**src/g2p_pkg.sv**
```systemverilog
// Shared types, constants and glyph tables for the doubled-height text renderer.
// No dependencies; every other file in src imports this package.
package g2p_pkg;

  // Input item kinds (carried on in_tuser)
  localparam logic KIND_BEGIN = 1'b0;
  localparam logic KIND_CHAR  = 1'b1;

  // Output byte kinds (carried on out_tuser)
  localparam logic BYTE_CMD  = 1'b0;
  localparam logic BYTE_DATA = 1'b1;

  // Field widths
  localparam int IN_TDATA_W  = 24;
  localparam int OUT_TDATA_W = 8;
  localparam int COL_W       = 7;
  localparam int CURCOL_W    = 8;
  localparam int PAGE_W      = 3;
  localparam int CODE_W      = 8;
  localparam int GIDX_W      = 4;
  localparam int STEP_W      = 5;

  // Display command bytes and cursor constants
  localparam logic [7:0]          PAGE_CMD    = 8'hB0;
  localparam logic [7:0]          COL_HI_CMD  = 8'h10;
  localparam logic [CURCOL_W-1:0] LAST_COLUMN = 8'd119;
  localparam logic [CURCOL_W-1:0] COLUMN_STEP = 8'd9;
  localparam logic [CODE_W-1:0]   CODE_NUL    = 8'h00;

  // Run layout: per half three commands then eight data bytes
  localparam logic [STEP_W-1:0] HALF_LEN  = 5'd11;
  localparam logic [STEP_W-1:0] LAST_STEP = 5'd21;
  localparam logic [3:0]        STEP_PAGE = 4'd0;
  localparam logic [3:0]        STEP_CLO  = 4'd1;
  localparam logic [3:0]        STEP_CHI  = 4'd2;
  localparam logic [3:0]        STEP_DATA = 4'd3;

  // Default depth of the job queue between front and back
  localparam int QUEUE_DEPTH_DEF = 2;

  // Glyph table indexes
  localparam logic [GIDX_W-1:0] G_BLANK = 4'd0;
  localparam logic [GIDX_W-1:0] G_A     = 4'd1;
  localparam logic [GIDX_W-1:0] G_C     = 4'd2;
  localparam logic [GIDX_W-1:0] G_E     = 4'd3;
  localparam logic [GIDX_W-1:0] G_H     = 4'd4;
  localparam logic [GIDX_W-1:0] G_I     = 4'd5;
  localparam logic [GIDX_W-1:0] G_L     = 4'd6;
  localparam logic [GIDX_W-1:0] G_M     = 4'd7;
  localparam logic [GIDX_W-1:0] G_N     = 4'd8;
  localparam logic [GIDX_W-1:0] G_O     = 4'd9;
  localparam logic [GIDX_W-1:0] G_P     = 4'd10;
  localparam logic [GIDX_W-1:0] G_R     = 4'd11;
  localparam logic [GIDX_W-1:0] G_S     = 4'd12;
  localparam logic [GIDX_W-1:0] G_T     = 4'd13;
  localparam logic [GIDX_W-1:0] G_W     = 4'd14;

  // One rendering job handed from front to back
  typedef struct packed {
    logic [GIDX_W-1:0] gidx;
    logic [COL_W-1:0]  column;
    logic [PAGE_W-1:0] page;
  } g2p_job_t;

  // Queue status
  typedef struct packed {
    logic full;
    logic empty;
  } g2p_qstat_t;

  // Back-end sequencer status
  typedef struct packed {
    logic active;
    logic step_zero;
  } g2p_bstat_t;

  // Map a character code to its glyph; anything unknown is blank
  function automatic logic [GIDX_W-1:0] glyph_index(input logic [CODE_W-1:0] code);
    logic [GIDX_W-1:0] g;
    case (code)
      8'h41:   g = G_A;  // 'A'
      8'h43:   g = G_C;  // 'C'
      8'h45:   g = G_E;  // 'E'
      8'h48:   g = G_H;  // 'H'
      8'h49:   g = G_I;  // 'I'
      8'h4C:   g = G_L;  // 'L'
      8'h4D:   g = G_M;  // 'M'
      8'h4E:   g = G_N;  // 'N'
      8'h4F:   g = G_O;  // 'O'
      8'h50:   g = G_P;  // 'P'
      8'h52:   g = G_R;  // 'R'
      8'h53:   g = G_S;  // 'S'
      8'h54:   g = G_T;  // 'T'
      8'h57:   g = G_W;  // 'W'
      default: g = G_BLANK;
    endcase
    return g;
  endfunction

  // Glyph bitmap: row r at bits [8r+7:8r], bit 7 of a row is the leftmost pixel
  function automatic logic [63:0] glyph_rows(input logic [GIDX_W-1:0] gidx);
    logic [63:0] rows;
    case (gidx)
      G_A:     rows = 64'h00_42_42_42_7E_42_42_3C;
      G_C:     rows = 64'h00_3C_42_40_40_40_42_3C;
      G_E:     rows = 64'h00_7E_40_40_7C_40_40_7E;
      G_H:     rows = 64'h00_42_42_42_7E_42_42_42;
      G_I:     rows = 64'h00_7E_18_18_18_18_18_7E;
      G_L:     rows = 64'h00_7E_40_40_40_40_40_40;
      G_M:     rows = 64'h00_42_42_42_5A_5A_66_42;
      G_N:     rows = 64'h00_42_42_46_4A_52_62_42;
      G_O:     rows = 64'h00_3C_42_42_42_42_42_3C;
      G_P:     rows = 64'h00_40_40_40_7C_42_42_7C;
      G_R:     rows = 64'h00_42_44_48_7C_42_42_7C;
      G_S:     rows = 64'h00_3C_42_02_3C_40_42_3C;
      G_T:     rows = 64'h00_18_18_18_18_18_18_7E;
      G_W:     rows = 64'h00_42_66_5A_5A_42_42_42;
      default: rows = 64'h0;
    endcase
    return rows;
  endfunction

endpackage

```
**src/glyph_to_page_column_renderer.sv**
```systemverilog
// Top level of the doubled-height text renderer for a page-addressed display.
// Depends on g2p_pkg, g2p_front, g2p_queue and g2p_back.
//
//   port group | dir | contents
//   in_*       | in  | tuser: kind; tdata: start_column[6:0], start_page[9:7],
//              |     |        char_code[17:10], zero pad [23:18]
//   out_*      | out | tuser: is_data; tdata: out_byte[7:0]; tlast: last
//
// A drawn character gives 22 bytes from the back end's byte sequencer, one output
// byte per cycle while the output is not stalled; runs of consecutive characters
// follow without gaps. Begin items, NUL codes and dropped characters give none.
// An accepted character passes the job queue and the job register before its
// first byte is registered. Reset is synchronous; the block is ready after reset.
// Output stalls fill the job queue; input stalls only while the queue is full.
module glyph_to_page_column_renderer
  import g2p_pkg::*;
#(
  parameter int QUEUE_DEPTH = QUEUE_DEPTH_DEF
) (
  input  logic                   clk,
  input  logic                   rst_n,
  input  logic                   in_tvalid,
  output logic                   in_tready,
  input  logic [IN_TDATA_W-1:0]  in_tdata,   // start_column, start_page, char_code
  input  logic                   in_tuser,   // kind
  output logic                   out_tvalid,
  input  logic                   out_tready,
  output logic [OUT_TDATA_W-1:0] out_tdata,  // out_byte
  output logic                   out_tuser,  // is_data
  output logic                   out_tlast
);

  g2p_qstat_t q_stat;
  g2p_bstat_t b_stat;
  g2p_job_t   push_job;
  g2p_job_t   pop_job;
  logic       q_push;
  logic       q_pop;

  g2p_front u_front (
    .clk       (clk),
    .rst_n     (rst_n),
    .in_tvalid (in_tvalid),
    .in_tready (in_tready),
    .in_tdata  (in_tdata),
    .in_tuser  (in_tuser),
    .q_stat    (q_stat),
    .q_push    (q_push),
    .q_job     (push_job)
  );

  g2p_queue #(
    .DEPTH (QUEUE_DEPTH)
  ) u_queue (
    .clk      (clk),
    .rst_n    (rst_n),
    .push     (q_push),
    .push_job (push_job),
    .pop      (q_pop),
    .pop_job  (pop_job),
    .stat     (q_stat)
  );

  g2p_back u_back (
    .clk        (clk),
    .rst_n      (rst_n),
    .q_stat     (q_stat),
    .q_job      (pop_job),
    .q_pop      (q_pop),
    .stat       (b_stat),
    .out_tvalid (out_tvalid),
    .out_tready (out_tready),
    .out_tdata  (out_tdata),
    .out_tuser  (out_tuser),
    .out_tlast  (out_tlast)
  );

  // Only an accepted character item may queue a job
  a_push_on_char: assert property (@(posedge clk) disable iff (!rst_n)
    q_push |-> (in_tvalid && in_tready && in_tuser == KIND_CHAR))
    else $error("job queued without an accepted character");

  // A waiting final byte means the sequencer has wrapped to its first step
  a_last_wraps: assert property (@(posedge clk) disable iff (!rst_n)
    (out_tvalid && out_tlast) |-> b_stat.step_zero)
    else $error("sequencer not wrapped after final byte");

  // The final byte of a run is always a pixel byte
  a_last_is_data: assert property (@(posedge clk) disable iff (!rst_n)
    (out_tvalid && out_tlast) |-> (out_tuser == BYTE_DATA))
    else $error("final byte flagged as command");

  // Queue cannot be full and empty at once
  a_queue_sane: assert property (@(posedge clk) disable iff (!rst_n)
    !(q_stat.full && q_stat.empty))
    else $error("queue status inconsistent");

endmodule

```
**src/g2p_front.sv**
```systemverilog
// Front end: accepts input items, keeps the cursor and stop mark, and queues render jobs.
// Depends on g2p_pkg.
module g2p_front
  import g2p_pkg::*;
(
  input  logic                  clk,
  input  logic                  rst_n,
  input  logic                  in_tvalid,
  output logic                  in_tready,
  input  logic [IN_TDATA_W-1:0] in_tdata,
  input  logic                  in_tuser,
  input  g2p_qstat_t            q_stat,
  output logic                  q_push,
  output g2p_job_t              q_job
);

  logic [CURCOL_W-1:0] column_r, column_nxt;
  logic [PAGE_W-1:0]   page_r, page_nxt;
  logic                stopped_r, stopped_nxt;
  logic                accept;
  logic [COL_W-1:0]    start_column;
  logic [PAGE_W-1:0]   start_page;
  logic [CODE_W-1:0]   char_code;

  // Unpack the input transfer
  assign start_column = in_tdata[COL_W-1:0];
  assign start_page   = in_tdata[COL_W+PAGE_W-1:COL_W];
  assign char_code    = in_tdata[COL_W+PAGE_W+CODE_W-1:COL_W+PAGE_W];

  assign in_tready = !q_stat.full;
  assign accept    = in_tvalid && in_tready;

  // Job position comes straight from the current cursor, the glyph from the character code
  assign q_job.gidx   = glyph_index(char_code);
  assign q_job.column = column_r[COL_W-1:0];
  assign q_job.page   = page_r;

  // Classify the item and update the cursor
  always_comb begin
    column_nxt  = column_r;
    page_nxt    = page_r;
    stopped_nxt = stopped_r;
    q_push      = 1'b0;
    if (accept) begin
      if (in_tuser == KIND_BEGIN) begin
        column_nxt  = {1'b0, start_column};
        page_nxt    = start_page;
        stopped_nxt = 1'b0;
      end else if (!stopped_r && column_r <= LAST_COLUMN) begin
        if (char_code == CODE_NUL) begin
          stopped_nxt = 1'b1;
        end else begin
          q_push     = 1'b1;
          column_nxt = column_r + COLUMN_STEP;
        end
      end
    end
  end

  always_ff @(posedge clk) begin
    if (!rst_n) begin
      column_r  <= '0;
      page_r    <= '0;
      stopped_r <= 1'b0;
    end else begin
      column_r  <= column_nxt;
      page_r    <= page_nxt;
      stopped_r <= stopped_nxt;
    end
  end

endmodule

```
**src/g2p_queue.sv**
```systemverilog
// Short job queue between the front end and the byte sequencer.
// Depends on g2p_pkg.
module g2p_queue
  import g2p_pkg::*;
#(
  parameter int DEPTH = QUEUE_DEPTH_DEF
) (
  input  logic       clk,
  input  logic       rst_n,
  input  logic       push,
  input  g2p_job_t   push_job,
  input  logic       pop,
  output g2p_job_t   pop_job,
  output g2p_qstat_t stat
);

  localparam int PTR_W = (DEPTH > 1) ? $clog2(DEPTH) : 1;
  localparam int CNT_W = $clog2(DEPTH + 1);

  g2p_job_t         mem [DEPTH];
  logic [PTR_W-1:0] wr_ptr_r, wr_ptr_nxt;
  logic [PTR_W-1:0] rd_ptr_r, rd_ptr_nxt;
  logic [CNT_W-1:0] count_r, count_nxt;

  assign stat.full  = (count_r == CNT_W'(DEPTH));
  assign stat.empty = (count_r == '0);
  assign pop_job    = mem[rd_ptr_r];

  // Advance pointers with wrap, track fill level
  always_comb begin
    wr_ptr_nxt = wr_ptr_r;
    rd_ptr_nxt = rd_ptr_r;
    count_nxt  = count_r;
    if (push) begin
      wr_ptr_nxt = (wr_ptr_r == PTR_W'(DEPTH - 1)) ? '0 : wr_ptr_r + 1'b1;
    end
    if (pop) begin
      rd_ptr_nxt = (rd_ptr_r == PTR_W'(DEPTH - 1)) ? '0 : rd_ptr_r + 1'b1;
    end
    if (push && !pop) begin
      count_nxt = count_r + 1'b1;
    end else if (pop && !push) begin
      count_nxt = count_r - 1'b1;
    end
  end

  always_ff @(posedge clk) begin
    if (!rst_n) begin
      wr_ptr_r <= '0;
      rd_ptr_r <= '0;
      count_r  <= '0;
    end else begin
      wr_ptr_r <= wr_ptr_nxt;
      rd_ptr_r <= rd_ptr_nxt;
      count_r  <= count_nxt;
    end
  end

  // Store the job
  always_ff @(posedge clk) begin
    if (push) begin
      mem[wr_ptr_r] <= push_job;
    end
  end

endmodule

```
**src/g2p_back.sv**
```systemverilog
// Back end: steps through the 22-byte run of one job and drives the output register.
// Depends on g2p_pkg.
module g2p_back
  import g2p_pkg::*;
(
  input  logic                   clk,
  input  logic                   rst_n,
  input  g2p_qstat_t             q_stat,
  input  g2p_job_t               q_job,
  output logic                   q_pop,
  output g2p_bstat_t             stat,
  output logic                   out_tvalid,
  input  logic                   out_tready,
  output logic [OUT_TDATA_W-1:0] out_tdata,
  output logic                   out_tuser,
  output logic                   out_tlast
);

  g2p_job_t                job_r;
  logic                    active_r, active_nxt;
  logic [STEP_W-1:0]       step_r, step_nxt;
  logic                    valid_r, valid_nxt;
  logic [OUT_TDATA_W-1:0]  byte_r;
  logic                    is_data_r;
  logic                    last_r;
  logic                    advance;
  logic                    at_last;
  logic                    half;
  logic [STEP_W-1:0]       in_half;
  logic [3:0]              k;
  logic [2:0]              pix_col;
  logic [63:0]             rows;
  logic [7:0]              data_byte;
  logic [7:0]              byte_nxt;
  logic                    is_data_nxt;

  assign advance = active_r && (!valid_r || out_tready);
  assign at_last = (step_r == LAST_STEP);
  assign q_pop   = !q_stat.empty && (!active_r || (advance && at_last));

  assign stat.active    = active_r;
  assign stat.step_zero = (step_r == '0);

  // Decode the step into half, position within the half and pixel column
  assign half    = (step_r >= HALF_LEN);
  assign in_half = half ? step_r - HALF_LEN : step_r;
  assign k       = in_half[3:0];
  assign pix_col = 3'(k - STEP_DATA);
  assign rows    = glyph_rows(job_r.gidx);

  // Double each of the four glyph rows of this half into two pixel bits
  always_comb begin
    data_byte = '0;
    for (int r = 0; r < 4; r++) begin
      data_byte[2*r]   = rows[(half ? 32 : 0) + 8*r + 7 - int'(pix_col)];
      data_byte[2*r+1] = rows[(half ? 32 : 0) + 8*r + 7 - int'(pix_col)];
    end
  end

  // Select the byte for this step
  always_comb begin
    is_data_nxt = BYTE_CMD;
    case (k)
      STEP_PAGE: byte_nxt = PAGE_CMD + {5'b0, job_r.page} + {7'b0, half};
      STEP_CLO:  byte_nxt = {4'b0, job_r.column[3:0]};
      STEP_CHI:  byte_nxt = COL_HI_CMD + {5'b0, job_r.column[COL_W-1:4]};
      default: begin
        byte_nxt    = data_byte;
        is_data_nxt = BYTE_DATA;
      end
    endcase
  end

  // Sequencer control and output valid
  always_comb begin
    active_nxt = active_r;
    step_nxt   = step_r;
    valid_nxt  = valid_r;
    if (advance) begin
      step_nxt  = at_last ? '0 : step_r + 1'b1;
      valid_nxt = 1'b1;
      if (at_last) begin
        active_nxt = 1'b0;
      end
    end else if (out_tready) begin
      valid_nxt = 1'b0;
    end
    if (q_pop) begin
      active_nxt = 1'b1;
    end
  end

  always_ff @(posedge clk) begin
    if (!rst_n) begin
      active_r <= 1'b0;
      step_r   <= '0;
      valid_r  <= 1'b0;
    end else begin
      active_r <= active_nxt;
      step_r   <= step_nxt;
      valid_r  <= valid_nxt;
    end
  end

  // Hold the job and the output payload
  always_ff @(posedge clk) begin
    if (q_pop) begin
      job_r <= q_job;
    end
    if (advance) begin
      byte_r    <= byte_nxt;
      is_data_r <= is_data_nxt;
      last_r    <= at_last;
    end
  end

  assign out_tvalid = valid_r;
  assign out_tdata  = byte_r;
  assign out_tuser  = is_data_r;
  assign out_tlast  = last_r;

endmodule
```
**config.mk**
```make
export PLATFORM = sky130hd
export DESIGN_NAME = glyph_to_page_column_renderer
export DESIGN_NICKNAME = d
export VERILOG_FILES = /design/src/g2p_pkg.sv /design/src/glyph_to_page_column_renderer.sv /design/src/g2p_front.sv /design/src/g2p_queue.sv /design/src/g2p_back.sv
export SDC_FILE = /design/constraint.sdc
export NUM_CORES = 1
export LEC_CHECK = 0
export BUFFER_PORTS_ARGS = -buffer_cell sky130_fd_sc_hd__buf_2
export CAP_MARGIN = 30
export CORE_MARGIN = 2
export CORE_UTILIZATION = 32
export DETAILED_ROUTE_END_ITERATION = 8
export REMOVE_ABC_BUFFERS = 1
export SYNTH_ARGS = -nofsm -noshare
export SYNTH_HDL_FRONTEND = slang
export SYNTH_SLANG_ARGS = --single-unit
```
**constraint.sdc**
```tcl
create_clock -name clk -period 6.8 [get_ports clk]
set_clock_uncertainty 0.2 [all_clocks]
set_input_delay 1.02 -clock clk [delete_from_list [all_inputs] [get_ports clk]]
set_output_delay 1.02 -clock clk [all_outputs]
set_load 0.02 [all_outputs]
```
# Yosys cells after proc, flatten, opt, wreduce, memory -nomap -nowiden
# Memories as Yosys holds them, arrays and structs flattened. A register that Yosys moved wholly into a read port is not among the register bits.
# Cells that the tools add are included.
[word_totals]
romBits = 624
latchBits = 0
ram_bits = 28
n_memories = 2
regBits = 33
out_inout_bits = 12
inputBits = 29
[memory_table]
columns = ["name", "words", "word_bits", "rd", "rd_ports_with_merged_regs", "wr", "line_no", "rtl"]
rows = [
  ["(name not given)", 16, 39, 1, 0, 0, "g2p_pkg.sv:103", "case (gidx)"],
  ["u_queue.mem", 2, 14, 1, 1, 1, "g2p_queue.sv:20", "g2p_job_t mem [DEPTH];"],
]
[classes]
n_shift = 0
n_mux = 39
n_bitwise = 1
n_addsub = 22
order_cmp = 6
reduce_logical = 28
eq_ne = 21
div_mod_pow = 0
n_mul = 0
[ops]
columns = ["op", "n"]
rows = [
  ["$lt 32x8->1 const B", 4],
  ["$sub 32x4->32", 4],
  ["$eq 8x7->1 const B", 14],
  ["$add 32x4->32 const B", 3],
  ["$add 32x6->32 const B", 2],
  ["$pmux 4 s14", 1],
  ["$add 32x5->32 const B", 1],
  ["$mux 1", 25],
  ["$bmux 1 s6", 4],
  ["$mux 8", 3],
  ["$pmux 8 s3", 1],
  ["$add 8x1->8", 1],
  ["$add 8x3->8 const A", 1],
  ["$add 8x4->8 const B", 1],
  ["$le 8x7->1 const B", 1],
  ["$logic_not 8->1", 1],
  ["$reduce_bool 2->1", 4],
  ["$add 6x3->7 const B", 1],
  ["$logic_and 1x1->1", 7],
  ["$logic_not 1->1", 7],
  ["$add 5x3->6 const A", 1],
  ["$mux 6", 1],
  ["$reduce_and 3->1", 2],
  ["$add 5x1->5 const B", 1],
  ["21 further kinds", 26],
]

# Longest topological paths before layout
# Gate-level depths: netlist (run 1).
[depth]
word_depth = 9
mapped_depth = 11
depth_no_buf = 10

# By module
# From an unflattened synthesis (run 1), not the netlist that was laid out.
[hier_totals]
hier_cells = 499
area_unflattened_um2 = 5342.6
[modules_own_cells]
columns = ["module", "cells_each", "area_each_um2", "n_inst"]
rows = [
  ["g2p_back", 316, 3203.1, 1],
  ["g2p_queue", 65, 1224.9, 1],
  ["g2p_front", 118, 914.6, 1],
]

# Least setup slack after synthesis (run 1)
# No wires, ideal clock.
[synth_timing]
path_kind = "input-to-reg"
startpoint = "input in_tdata[11]"
endpoint = "memory u_queue.mem[0][0] in the netlist's numbering, enable pin"
arrival_ns = 2.473
n_path_buf = 1
slack_ns = 3.740
stages = 5
setup_ns = 0.388
cell_sequence = "clkbuf_1 -> nor4_1 -> nand3_1 -> and3_1 -> nor2b_1"
[synth_between]
elab_chain_cells = 7
[synth_rtl]
columns = ["element", "line_no", "rtl"]
rows = [
  ["start, declared", "glyph_to_page_column_renderer.sv:24", "input logic [IN_TDATA_W-1:0] in_tdata,"],
  ["$logic_not 8->1", "g2p_front.sv:50", "if (char_code == CODE_NUL) begin"],
  ["$mux 1", "g2p_front.sv:50", ""],
  ["$mux 1", "g2p_front.sv:49", "end else if (!stopped_r && column_r <= LAST_COLUMN) begin"],
  ["$mux 1", "g2p_front.sv:45", "if (in_tuser == KIND_BEGIN) begin"],
  ["$mux 1", "g2p_front.sv:44", "if (accept) begin"],
  ["net q_push", "glyph_to_page_column_renderer.sv:37", "logic q_push;"],
  ["$mux 1", "g2p_queue.sv:61", "if (push) begin"],
  ["$mux 1 (implied by the code)", "g2p_queue.sv:62", "mem[wr_ptr_r] <= push_job;"],
  ["end, declared", "g2p_queue.sv:20", ""],
]
# The timed path passes the listed nets, and every way through them passes these cells.

# Worst setup path after layout (run 1)
[layout_timing]
startpoint = "register u_back.step_r[1]"
endpoint = "register u_back.byte_r[4], in the netlist u_back.out_tdata[4], data pin"
[layout_between]
elab_chain_cells = 9
elab_cells_between_ends = 16
classes_between = "add/sub (6); order compare (1); eq/ne (2); mux (6); reduce/logical (1)"
[layout_rtl]
columns = ["element", "line_no", "rtl"]
rows = [
  ["start, declared", "g2p_back.sv:21", "logic [STEP_W-1:0] step_r, step_nxt;"],
  ["start signal, assigned", "g2p_back.sv:100", "step_r <= step_nxt;"],
  ["$ge 5x4->1", "g2p_back.sv:45", "assign half = (step_r >= HALF_LEN);"],
  ["$mux 6", "g2p_back.sv:55", "data_byte[2*r] = rows[(half ? 32 : 0) + 8*r + 7 - int'(pix_col)];"],
  ["$add 32x6->32", "g2p_back.sv:55", ""],
  ["$add 32x4->32", "g2p_back.sv:55", ""],
  ["$sub 32x4->32", "g2p_back.sv:55", ""],
  ["$bmux 1 s6", "g2p_back.sv:55", ""],
  ["$mux 1 (2 in a row)", "g2p_back.sv:55", ""],
  ["$pmux 8 s3 *", "g2p_back.sv:63", "case (k)"],
  ["net u_back.byte_nxt[4]", "g2p_back.sv:34", "logic [7:0] byte_nxt;"],
  ["end signal, assigned", "g2p_back.sv:111", "byte_r <= byte_nxt;"],
  ["end, declared", "g2p_back.sv:23", "logic [OUT_TDATA_W-1:0] byte_r;"],
]
# The timed path passes the listed nets; every way through them passes the cells marked *. The select of a mux whose other input is x is not followed.
# A chain may end at the register's enable or synchronous reset.

==> results of run 1 <==
cell usage after synthesis, types with 3 or more instances:
library cell  count  area (sq um)
o2bb2ai_1         3          26.3
a222oi_1          6          60.1
nor3_1            7          35.0
nand4_1           6          37.5
and3_1            3          18.8
mux2_2           16           180
o31ai_1           5          37.5
and2_1            9          56.3
inv_1            16          60.1
a21oi_1          23           115
nor2b_1          22           138
buf_2            15          75.1
clkbuf_1         10          37.5
xor2_1            3          26.3
o21ai_1           5          25.0
nand3_1          17          85.1
nand2b_1          7          43.8
ha_1             11           138
o22ai_1           4          25.0
a22oi_1           3          22.5
nand2_1          30           113
o211ai_1          6          45.0
xnor2_1           4          35.0
a21boi_0          6          45.0
mux2i_1           8          80.1
or2_1             3          18.8
a31oi_1           9          56.3
nor2_1           27           101
a32oi_1           3          26.3
o21ai_0          23           115
edfxtp_1         52          1560
dfxtp_1          23           460
a21o_1            5          37.5
area by class of cell:
class	instances	area, sq um
clock buffer	10	229
clock inverter	6	96.3
fill	1347	8710
inverter	17	63.8
multi-input combinational	327	2290
sequential	75	2020
tap	180	225
timing repair buffer	37	193
worst max-delay path, cell delays in order (launching register included):
cell and delay, ps:
dfxtp_1 650, inv_1 240, ha_1 620, nor2_1 120, o21ai_2 120, nand2_1 180, xor2_1 780, o211ai_1 190
a32oi_1 330, o21ai_1 120
final timing paths:
kind / from / end / cells after the start
worst max-delay path: u_back.step_r[1]$_SDFFE_PN0P_ / u_back.out_tdata[4]$_DFFE_PP_ / 9
worst min-delay path: u_front.page_r[2]$_SDFFE_PN0P_ / u_queue.mem[1][2]$_DFFE_PP_ / 0
worst max register to register: u_back.step_r[1]$_SDFFE_PN0P_ / u_back.out_tdata[4]$_DFFE_PP_ / 9
worst min register to register: u_front.page_r[2]$_SDFFE_PN0P_ / u_queue.mem[1][2]$_DFFE_PP_ / 0
logic make-up (layout without fill, tap and decap cells):
family | count (synthesis) | in the layout | share of synthesized area, %
XOR/XNOR | 7 | 7 | 1.36
adder cells (fa/ha/maj) | 11 | 11 | 3.05
AND/OR/NAND/NOR | 145 | 145 | 16.9
multiplexers | 28 | 28 | 7.53
buffers and inverters | 45 | 70 | 4.33
AO/OA/AOI/OAI | 136 | 136 | 22.0
flip-flops | 75 | 75 | 44.9
registers in the layout (all words and copies together), names as in the netlist, 2 cells and up:
signal and cells:
u_back.step_r 5, u_front.column_r 8, u_queue.mem 28, u_back.out_tdata 8
u_back.job_r 14, u_front.page_r 3, u_queue.count_r 2
stage by stage:
| step | utilization [%] | worst slack [ps] | instances | instance area (sq um) | hold slack [ps] |
|---|---|---|---|---|---|
| finish | 37.0 | 2960 | 652 | 5120 | 274 |
| CTS | 37.0 | 3050 | 652 | 5120 | 278 |
| floorplan | - | 3580 | 419 | 4370 | 225 |
| global placement | 34.7 | 3090 | 636 | 4790 | 248 |
| global route | 37.0 | 2810 | 652 | 5120 | 302 |
| detailed placement | 34.7 | 3060 | 636 | 4790 | 254 |
where the power goes:
part           leakage (nW)  internal [mW]  total (mW)  switching [mW]
clock                 0.155          0.326       0.514           0.188
sequential            0.675          0.606       0.686          0.0803
combinational          1.03          0.261       0.646           0.385
cell usage in the layout (no fill, tap or decap), types with 3 or more instances in the layout:
cell | Yosys | final
buf_4 | 2 | 3
ha_1 | 11 | 11
o22ai_1 | 4 | 4
or2_1 | 3 | 3
mux2i_1 | 8 | 8
a22oi_1 | 3 | 3
a21boi_0 | 6 | 6
a21oi_1 | 23 | 23
o21ai_0 | 23 | 23
dfxtp_1 | 23 | 23
a31oi_1 | 9 | 9
and3_1 | 3 | 3
nand2b_1 | 7 | 7
a222oi_1 | 6 | 6
o31ai_1 | 5 | 5
o21ai_1 | 5 | 5
mux2_2 | 16 | 16
o211ai_1 | 6 | 6
xnor2_1 | 4 | 4
a21o_1 | 5 | 5
and2_1 | 9 | 9
buf_2 | 15 | 34
nor3_1 | 7 | 7
nand3_1 | 17 | 17
clkbuf_16 | 0 | 9
o2bb2ai_1 | 3 | 3
nand2_1 | 30 | 30
nand4_1 | 6 | 6
xor2_1 | 3 | 3
nor2b_1 | 22 | 22
edfxtp_1 | 52 | 52
inv_1 | 16 | 16
nor2_1 | 27 | 27
a32oi_1 | 3 | 3
routing by layer:
layer	wire length [um]	part of all wire [%]	up-vias	track usage (%)
li1	-	-	1746	-
met4	204	2.1	0	5.24
met5	0	0	-	0
met1	4350	45	1678	17.5
met3	523	5.4	17	4.00
met2	4660	48	108	22.1
==> results.cfg, run 1 <==
[worst_setup_path]
worstSetupStartpointType = flip-flop
worst_setup_path_end_kind = flip-flop
cp.required_ps = 6650
crit_fanout = 14
arrival_ps = 3690
reg2reg_slack_ps = 2960
critPathKind = reg2reg

[clock_network]
clockRootBuffer = clkbuf_16
clock_latency_ps = 340
cts_hold_buffers = 0
cts_setup_buffers = 0
numCtsBuffers = 9
cts_buffer_depth = 2
clock_sinks = 75
cts_tree = yes
ctsResizeCount = 0
path_clk_slew_ps = 70
htree_levels = 3

[timing]
worst_pin_slew_ps = 963
grt_setup_unrepaired = no
period_share_pct = 56.4
period_minus_slack_ps = 3840
fmax_mhz = 261
setup_viol = 0
drv_slew = 0
max-slew-margin-rel_pct = 35.8
tns_ps = 0
hold_violations = 0

[route]
first_pass_iters = 6
via_per_inst = 5.44
finalWirelength_um = 9730
vias = 3549
wl_per_cell_um = 14.9
postRouteAntennaNets = 0
drcViolationCount = 0
drtIter0Drc = 188

[synth]
yosys_warnings = 0
synth_seq_area_share_pct = 44.9
synth_ff_type = edfxtp_1
syn_area_sq_um = 4510
synth_seq_cells = 75
async_flop_share_pct = 0
netlist_instances = 447
synthDistinctLibCells = 76
synth_edf_count = 52
synth_area_per_cell_sq_um = 10.1

[global_routing]
grt_start_max_net_pins = 33
grt_pass1_wl_um = 16400
antenna_found_initial = 0
grt_pass1_vias = 3360
grt_usage_pct = 13.8
overflow = 0

[die]
fp-row-count = 43
core_region_area_sq_um = 13800
dieWidth_um = 123
die_area_sq_um = 15000
pin_count = 41
initial_core_util_pct = 32.6
die_height_um = 123

[final_layout]
drive_gt1_share_pct = 18.2
final_nets = 507
area_delta_synth_final_pct = 13.6
num_antenna_cells = 0

[pwr]
cellPowerDensity_nw_per_um2 = 361
max-vdd-ir-drop_mv = 0.166
p_leak_nw = 1.86
finalPower_mw = 1.85

[placement]
portBuffers = 34
place.gp.congestion = 0.909
hpwl_um = 6870

[min_path]
hold_class = reg2reg

[job]
maxCapViolCount = 0

[status]
status = complete, no violations
(Power assumes the default switching activity.)
==> run 2, diff against run 1 <==
==> constraint.sdc (replaced) <==
create_clock -name clk -period 3.1 [get_ports clk]
set_clock_uncertainty 0.2 [all_clocks]
set_input_delay 0.465 -clock clk [delete_from_list [all_inputs] [get_ports clk]]
set_output_delay 0.465 -clock clk [all_outputs]
set_load 0.02 [all_outputs]
==> results.cfg, run 2 (synthesis gave the netlist of run 1 again) <==
[placement]
placed_cells = 661
place.gp.congestion = 0.903
hpwl_um = 7470
portBuffers = 34

[worst_setup_path]
crit_fanout = 8
max_stage_delay_ps = 370
r2r-end = u_back.out_tdata[1]$_DFFE_PP_
path_buf_inv = 2
reg2reg_slack_ps = 180
worst_setup_path_end_kind = flip-flop
worstSetupStartpointType = flip-flop
worst-path-stages = 9
arrival_ps = 2780
crit_family = adder cells
ff2ff_path_depth = 9
crit_slowest_cell = a222oi_1
critPathKind = reg2reg
path_cells = ha_1 > buf_4 > a211o_1 > a21oi_2 > inv_2 > ha_1 > ha_1 > a222oi_1 > nand3_1
cpMostUsedCell = ha_1
setup.worst_path.end = u_back.out_tdata[1]$_DFFE_PP_
crit_start = u_back.step_r[0]$_SDFFE_PN0P_
cp.required_ps = 2950
rr_startpoint = u_back.step_r[0]$_SDFFE_PN0P_

[clock_network]
htree_levels = 3
clock_sinks = 75
ctsResizeCount = 0
clock_latency_ps = 340
clockRootBuffer = clkbuf_16
cts_tree = yes
numCtsBuffers = 9
cts_hold_buffers = 0
cts_setup_buffers = 0
path_clk_slew_ps = 70
cts_buffer_depth = 2

[timing]
tns_ps = 0
period_share_pct = 94.3
setup_viol = 0
fmax_mhz = 342
worst_pin_slew_ps = 672
hold_violations = 0
drv_slew = 0
max-slew-margin-rel_pct = 55.1
grt_setup_unrepaired = no
period_minus_slack_ps = 2920

[die]
dieWidth_um = 123
die_area_sq_um = 15000
pin_count = 41
core_region_area_sq_um = 13800
initial_core_util_pct = 32.6
die_height_um = 123
fp-row-count = 43

[min_path]
hold_class = in2reg
worstHoldPathCells = 3

[route]
via_per_inst = 5.30
first_pass_iters = 6
finalWirelength_um = 10000
wl_per_cell_um = 14.8
drcViolationCount = 0
drtIter0Drc = 177
postRouteAntennaNets = 0
vias = 3590

[global_routing]
grt_pass1_wl_um = 16600
antenna_found_initial = 0
grt_usage_pct = 14.0
grtUsageMet1_pct = 18.3
grt_busiest_layer = met2
grt_pass1_vias = 3354
overflow = 0
grt_use_met3_pct = 2.70
grt_start_max_net_pins = 23
use_met2_pct = 22.1

[final_layout]
area_delta_synth_final_pct = 17.9
drive_gt1_share_pct = 22.5
largest-register = u_queue.mem
num_antenna_cells = 0
final_nets = 532
largest_register_ffs = 28
layout_common_cells = edfxtp_1 (52), buf_2 (34), nand2_1 (30)
instances_no_fill = 677
top_regs = u_queue.mem (28), u_back.job_r (14)
layout_commonest_cell = edfxtp_1

[pwr]
p_leak_nw = 1.99
cellPowerDensity_nw_per_um2 = 772
max-vdd-ir-drop_mv = 0.298

[job]
maxCapViolCount = 0

[status]
status = complete, no violations
[run 2: report_power, final]
group	leakage (nW)	internal [mW]	switching (mW)
registers	0.675	1.33	0.165
clock network	0.156	0.645	0.439
logic	1.15	0.652	0.868
total	1.99	2.63	1.47
[run 2: routing by layer]
layer,vias to the layer above,wire length (um),part of all wire (%)
met5,-,0,0
met4,0,311,3.1
met3,25,402,4.0
met2,87,4750,47
met1,1692,4570,46
li1,1786,-,-
[run 2: worst min-delay path by stage]
stage	end	start	slack, ps
after CTS	u_front.page_r[0]$_SDFFE_PN0P_	in_tdata[7]	170
after global routing	u_front.page_r[0]$_SDFFE_PN0P_	in_tdata[7]	200
after floorplan	u_queue.mem[0][0]$_DFFE_PP_	u_front.page_r[0]$_SDFFE_PN0P_	220
after global placement	u_queue.mem[0][2]$_DFFE_PP_	u_front.page_r[2]$_SDFFE_PN0P_	240
after detailed placement	u_queue.mem[1][2]$_DFFE_PP_	u_front.page_r[2]$_SDFFE_PN0P_	250
final	u_front.page_r[0]$_SDFFE_PN0P_	in_tdata[7]	180
[run 2: area by class of cell]
| type | count | area, sq um |
|---|---|---|
| Fill cell | 1368 | 8520 |
| Multi-Input combinational cell | 327 | 2290 |
| Sequential cell | 75 | 2020 |
| Timing Repair Buffer | 62 | 393 |
| Clock buffer | 9 | 225 |
| Tap cell | 180 | 225 |
| Clock inverter | 7 | 92.6 |
| Inverter | 17 | 63.8 |
[run 2: worst min-delay path, stage by stage]
cell     delay (ps)
buf_2            80
mux2i_1          50
nor2b_1          90
[run 2: stage by stage]
step	util, %	area [sq um]	hold WS, ps	power (mW)	setup slack (ps)
final	38.4	5310	184	4.10	178
after global placement	36.1	4990	242	3.01	249
after CTS	38.4	5310	173	4.13	196
after floorplan	-	4370	225	2.53	-115
after global routing	38.4	5310	201	4.37	32.7
after detailed placement	36.1	4990	246	3.03	217
